**config.mk**
```make
export PLATFORM = sky130hd
export DESIGN_NAME = rrpa_word_scan
export DESIGN_NICKNAME = d
export VERILOG_FILES = /design/src/rtl/round_robin_port_allocator_unit_macros.svh /design/src/rtl/rrpa_pkg.sv /design/src/rtl/rrpa_word_scan.sv
export SDC_FILE = /design/constraint.sdc
export NUM_CORES = 1
export LEC_CHECK = 0
export BUFFER_PORTS_ARGS = -buffer_cell sky130_fd_sc_hd__buf_4
export CORE_MARGIN = 2
export CORE_UTILIZATION = 25
export DETAILED_ROUTE_END_ITERATION = 6
export SETUP_SLACK_MARGIN = 0.3
export SYNTH_ARGS = -nofsm -noshare
export SYNTH_HDL_FRONTEND = slang
export SYNTH_SLANG_ARGS = --single-unit
export TNS_END_PERCENT = 10
```
**constraint.sdc**
```tcl
create_clock -name vclk -period 3.2
set_input_delay 0.48 -clock vclk [all_inputs]
set_output_delay 0.48 -clock vclk [all_outputs]
set_load 0.01 [all_outputs]
```
**src/rtl/round_robin_port_allocator_unit_macros.svh**
```systemverilog
// Assertion helpers shared by the allocator RTL.
// Every check is clocked on clk and held off while arst_n is low.
`ifndef ROUND_ROBIN_PORT_ALLOCATOR_UNIT_MACROS_SVH
`define ROUND_ROBIN_PORT_ALLOCATOR_UNIT_MACROS_SVH

// Same-cycle implication
`define RRPA_ASSERT_IMP(name, ante, cons) \
	name: assert property (@(posedge clk) disable iff (!arst_n) (ante) |-> (cons)) \
		else $error("rrpa: same-cycle check failed");

// Next-cycle implication
`define RRPA_ASSERT_NXT(name, ante, cons) \
	name: assert property (@(posedge clk) disable iff (!arst_n) (ante) |=> (cons)) \
		else $error("rrpa: next-cycle check failed");

`endif

```
**src/rtl/rrpa_pkg.sv**
```systemverilog
package rrpa_pkg;

	// Bitmap word geometry: 32 port bits per memory row
	localparam int WORD_LG   = 5;
	localparam int WORD_BITS = 1 << WORD_LG;

	// Stream field widths
	localparam int PORT_W      = 16;
	localparam int KIND_W      = 2;
	localparam int STATUS_W    = 2;
	localparam int IN_TDATA_W  = 16;
	localparam int OUT_FIELD_W = STATUS_W + 1 + PORT_W;
	localparam int OUT_TDATA_W = 24;
	localparam int OUT_PAD_W   = OUT_TDATA_W - OUT_FIELD_W;

	// Request kinds
	localparam logic [KIND_W-1:0] KIND_LOOKUP = 2'd0;
	localparam logic [KIND_W-1:0] KIND_ALLOC  = 2'd1;
	localparam logic [KIND_W-1:0] KIND_EPHEM  = 2'd2;
	localparam logic [KIND_W-1:0] KIND_FREE   = 2'd3;

	// Result status codes
	localparam logic [STATUS_W-1:0] STAT_OK     = 2'd0;
	localparam logic [STATUS_W-1:0] STAT_IN_USE = 2'd1;
	localparam logic [STATUS_W-1:0] STAT_AGAIN  = 2'd2;

	// Configuration register indexes
	localparam logic CFG_FIRST = 1'b0;
	localparam logic CFG_LAST  = 1'b1;

	// Register reset values
	localparam logic [PORT_W-1:0] FIRST_RESET = 16'd49152;
	localparam logic [PORT_W-1:0] LAST_RESET  = 16'd65535;

	// First free port found in one bitmap row
	typedef struct packed {
		logic               hit;
		logic [WORD_LG-1:0] idx;
	} rrpa_hit_t;

endpackage

```
**src/rtl/rrpa_word_scan.sv**
```systemverilog
module rrpa_word_scan
	import rrpa_pkg::*;
#(
	parameter int PORT_BITS = 16
) (
	input  logic [WORD_BITS-1:0]         word,
	input  logic [PORT_BITS-WORD_LG-1:0] row,
	input  logic [PORT_BITS-1:0]         seg_lo,
	input  logic [PORT_BITS-1:0]         seg_hi,
	output rrpa_hit_t                    result
);

	localparam int RB = PORT_BITS - WORD_LG;

	logic [WORD_BITS-1:0] cand;
	logic                 lo_row, hi_row, zero_row;

	assign lo_row   = row == seg_lo[PORT_BITS-1:WORD_LG];
	assign hi_row   = row == seg_hi[PORT_BITS-1:WORD_LG];
	assign zero_row = row == RB'(0);

	// Free bits inside the segment; port zero never qualifies
	always_comb begin
		for (int b = 0; b < WORD_BITS; b++) begin
			cand[b] = !word[b]
				&& (!lo_row || (WORD_LG'(b) >= seg_lo[WORD_LG-1:0]))
				&& (!hi_row || (WORD_LG'(b) <= seg_hi[WORD_LG-1:0]))
				&& (!zero_row || (b != 0));
		end
	end

	// Lowest candidate wins
	always_comb begin
		result.hit = |cand;
		result.idx = '0;
		for (int b = WORD_BITS - 1; b >= 0; b--) begin
			if (cand[b]) begin
				result.idx = WORD_LG'(b);
			end
		end
	end

endmodule

```
# [Word-level counts from Yosys, hierarchy flattened]
# Cells that the tools add are included.
# Widths: inputs -> output; s select.
[word_totals] regBits=0 inputBits=75 wordCells=264
[classes] magnitude_cmp=64 eq_ne=2 n_mux=32 n_reduce_logical=166
[op_table] cell="$mux 5" n=32
[op_table] cell="$ge 5x5->1 const A" n=16
[op_table] cell="$le 5x5->1 const A" n=16
[op_table] cell="$logic_and 1x1->1" n=65
[op_table] cell="$logic_or 1x1->1" n=64
[op_table] cell="$ge 4x5->1 const A" n=8
[op_table] cell="$le 4x5->1 const A" n=8
[op_table] cell="$logic_not 1->1" n=35
[op_table] cell="$reduce_or 32->1" n=1
[op_table] cell="$eq 11x11->1" n=2
[op_table] cell="$ge 3x5->1 const A" n=4
[op_table] cell="$le 3x5->1 const A" n=4
[op_table] cell="$logic_not 11->1" n=1
[op_table] cell="$ge 1x5->1 const A" n=2
[op_table] cell="$ge 2x5->1 const A" n=2
[op_table] cell="$le 1x5->1 const A" n=2
[op_table] cell="$le 2x5->1 const A" n=2

# [Depth between registers and ports, before layout]
[logic_depth] ltp_word=37 mapped_depth=10 ltp_nobuf=9

# [Least setup slack after synthesis]
# OpenSTA, ideal clock, no wires.
[synth_path] path_kind="input-to-output" start="input port seg_lo[11]" end="output port result[2] (netlist name)" arrival_ns=2.415 t_required_ns=2.720 path_slack_ns=0.305 cell_stages=9 cell_sequence="xnor2_1 nand4_2 nor4_4 and2b_1 a221o_1 and2_1 nor3b_2 nand3_1 a311oi_1"
[synth_lines] item="start, declared" line="rrpa_word_scan.sv:8" rtl="input logic [PORT_BITS-1:0] seg_lo,"
[synth_lines] item="end, declared" line="rrpa_word_scan.sv:10" rtl="output rrpa_hit_t result"

==> out/metrics.csv <==
stage;metric;value;unit
run_status;status;finished, final reports clean;
synth;ys_types;58;
floorplanning;die_x;85.2;um
finish;nNetsFinal;424;
timing;fin_crit;3170;ps
finish;area_delta_synth_final;81.4;%
clock_network;hold_buffers;0;
grt;grt_remaining_overflow;0;
timing;fin_tns_setup;0;ps
grt;grt_pass1_wl;10.6;mm
synth;seq_area_frac_synth;0;%
hold_path;min_path_type;input pin to output port;
critical_path;startpoint_type;input pin;
floorplanning;ios;81;
timing;tightest_slew;517;ps
synth;synth_area;1650;sq um
timing;final-setup-viol-count;0;
route;wirelength;7.05;mm
route;ant_nets;0;
finish;fillers;621;
floorplanning;rows;29;
synth;synth_top_cell_area_share;9.57;%
route;drt-initial-drc-count;192;
floorplanning;dieArea;7250;sq um
place;dpl_worst_slack;-86.2;ps
grt;antenna_found_initial;0;
place;io_buffer_count;81;
critical_path;cp_cell_sequence;buf_4 -> xnor2_4 -> nand4_4 -> nor4_4 -> buf_4 -> a221o_1 -> and2_4 -> nor3b_4 -> nand3_2 -> a311oi_2 -> buf_4;
timing;slew_violations;0;
critical_path;startpoint;seg_hi[15];
route;via_count;2344;
place;dpl.hpwl;5.39;mm
timing;slew_headroom;65.3;%
finish;antenna_cells;0;
route;remaining_drc_errors;0;
timing;fmax;315;MHz
power_and_ir_drop;power;0.343;mW
power_and_ir_drop;ir_drop;0.0870;mV
floorplanning;fp.dieH;85.2;um
place;globalplace.congestion;0.893;
critical_path;critPathSlowestCell;nor4_4;
timing;hold_viol_final;0;
finish;final_cell_mix;108 x buf_4, 24 x nand2_1, 16 x nor2_1, 14 x a21oi_1, 12 x nand3_1;
route;routed_via_density;5.53;
route;firstDrtPassIters;4;
critical_path;cp_max_fo;7;
synth;syn_area_per_cell;6.78;sq um
power_and_ir_drop;p_leak;1.28;nW
critical_path;crit_top_cell;buf_4;
grt;grt_max_degree;21;
synth;syn_inst;243;
grt;grt_usage;17.7;%
hold_path;worstHoldStart;word[2];
grt;grt_pass1_vias;2249;
finish;layout-drive-gt1-share;53.0;%
critical_path;cp_data_required_time;2720;ps
finish;design.seq.count;0;
power_and_ir_drop;powerDensity;115;nW/um^2
finish;regArea;0;sq um
timing;rsz0062_at_grt;yes;
finish;nClkBuffers;0;
route;routedWlPerCell;16.6;um
synth;yosysTopAreaCell;xnor2_1;
floorplanning;start_util;25.9;%
timing;fin_ws;25.1;ps
synth;synth_fp_nets;318;
critical_path;crit_arrival;2690;ps
timing;period_share;99.2;%
hold_path;hold_path_depth;5;
critical_path;end_kind;output port;
floorplanning;core;6350;sq um
job;maxCapViolCount;0;
synth;yosys_warnings;0;
finish;final_common_cell;buf_4;
critical_path;path_class;input pin to output port;
critical_path;slowest_delay;370;ps
synth;synth_area_leaders;xnor2_1 9.6%, nand2_1 5.7%, nand3_1 4.9%;
## kinds of logic (layout without fill, tap and decap cells)
group | after synthesis | count (layout) | synth area share (%)
simple gates | 114 | 114 | 42.8
compound gates | 86 | 86 | 37.8
xor+xnor | 22 | 22 | 13.5
buf+inv | 21 | 125 | 5.93
## timing repair
item	4_1_cts	5_1_grt
pin swaps	18	29
resized for setup	32	42
gates cloned	0	1
endpoints found under the setup margin	6	6
setup buffers	8	5
## layer usage
layer	track usage [%]	up-vias	routed length [um]
li1	-	1136	-
met1	23.3	1082	2830
met2	31.8	114	3580
met3	1.17	12	497
met4	3.46	0	148
met5	0	-	0
## synthesized netlist by cell type, types with 5 or more instances
master and n:
a21oi_1 14, a31oi_1 7, xnor2_1 18, a221oi_1 5, a221o_1 5, nor2b_1 5, nor2_1 17, nand3_1 16
o21ai_1 5, nand2_1 25, clkbuf_1 13, and2_1 5, a21o_1 5, o21ai_0 10, o31ai_1 5, nand2b_1 9
a211oi_1 8
## critical path, delay by kind of cell
kind,cells,cell delay [ps]
AOI/OAI and AO/OA,2,490
xor gates and xnor gates,1,170
buffers and inverters,3,510
and+or+nand+nor,5,1030
## worst paths after layout
kind	to	slack [ps]
worst max-delay path	result[2]	30
worst min-delay path	result[0]	1480
## metrics by stage
step / hold WS, ps / std cells / utilization, % / area (sq um)
after floorplan: 1240 / 243 / - / 1650
after global placement: 1470 / 410 / 38.8 / 2460
after detailed placement: 1470 / 410 / 38.8 / 2460
after CTS: 1470 / 418 / 42.3 / 2690
after global routing: 1530 / 424 / 47.0 / 2990
final: 1480 / 424 / 47.0 / 2990
## area by class of cell
class | instances | area (sq um) | share of cell area, %
inverter | 4 | 15.0 | 0.503
timing repair buffer | 121 | 970 | 32.5
multi-input combinational | 222 | 1910 | 63.8
tap | 77 | 96.3 | 3.23
## where the power goes
part	switching, mW	internal (mW)	leakage, nW
combinational	0.164	0.179	1.28
sequential	0	0	0
clock	0	0	0
Note: power is estimated with default switching activity, not from simulation.
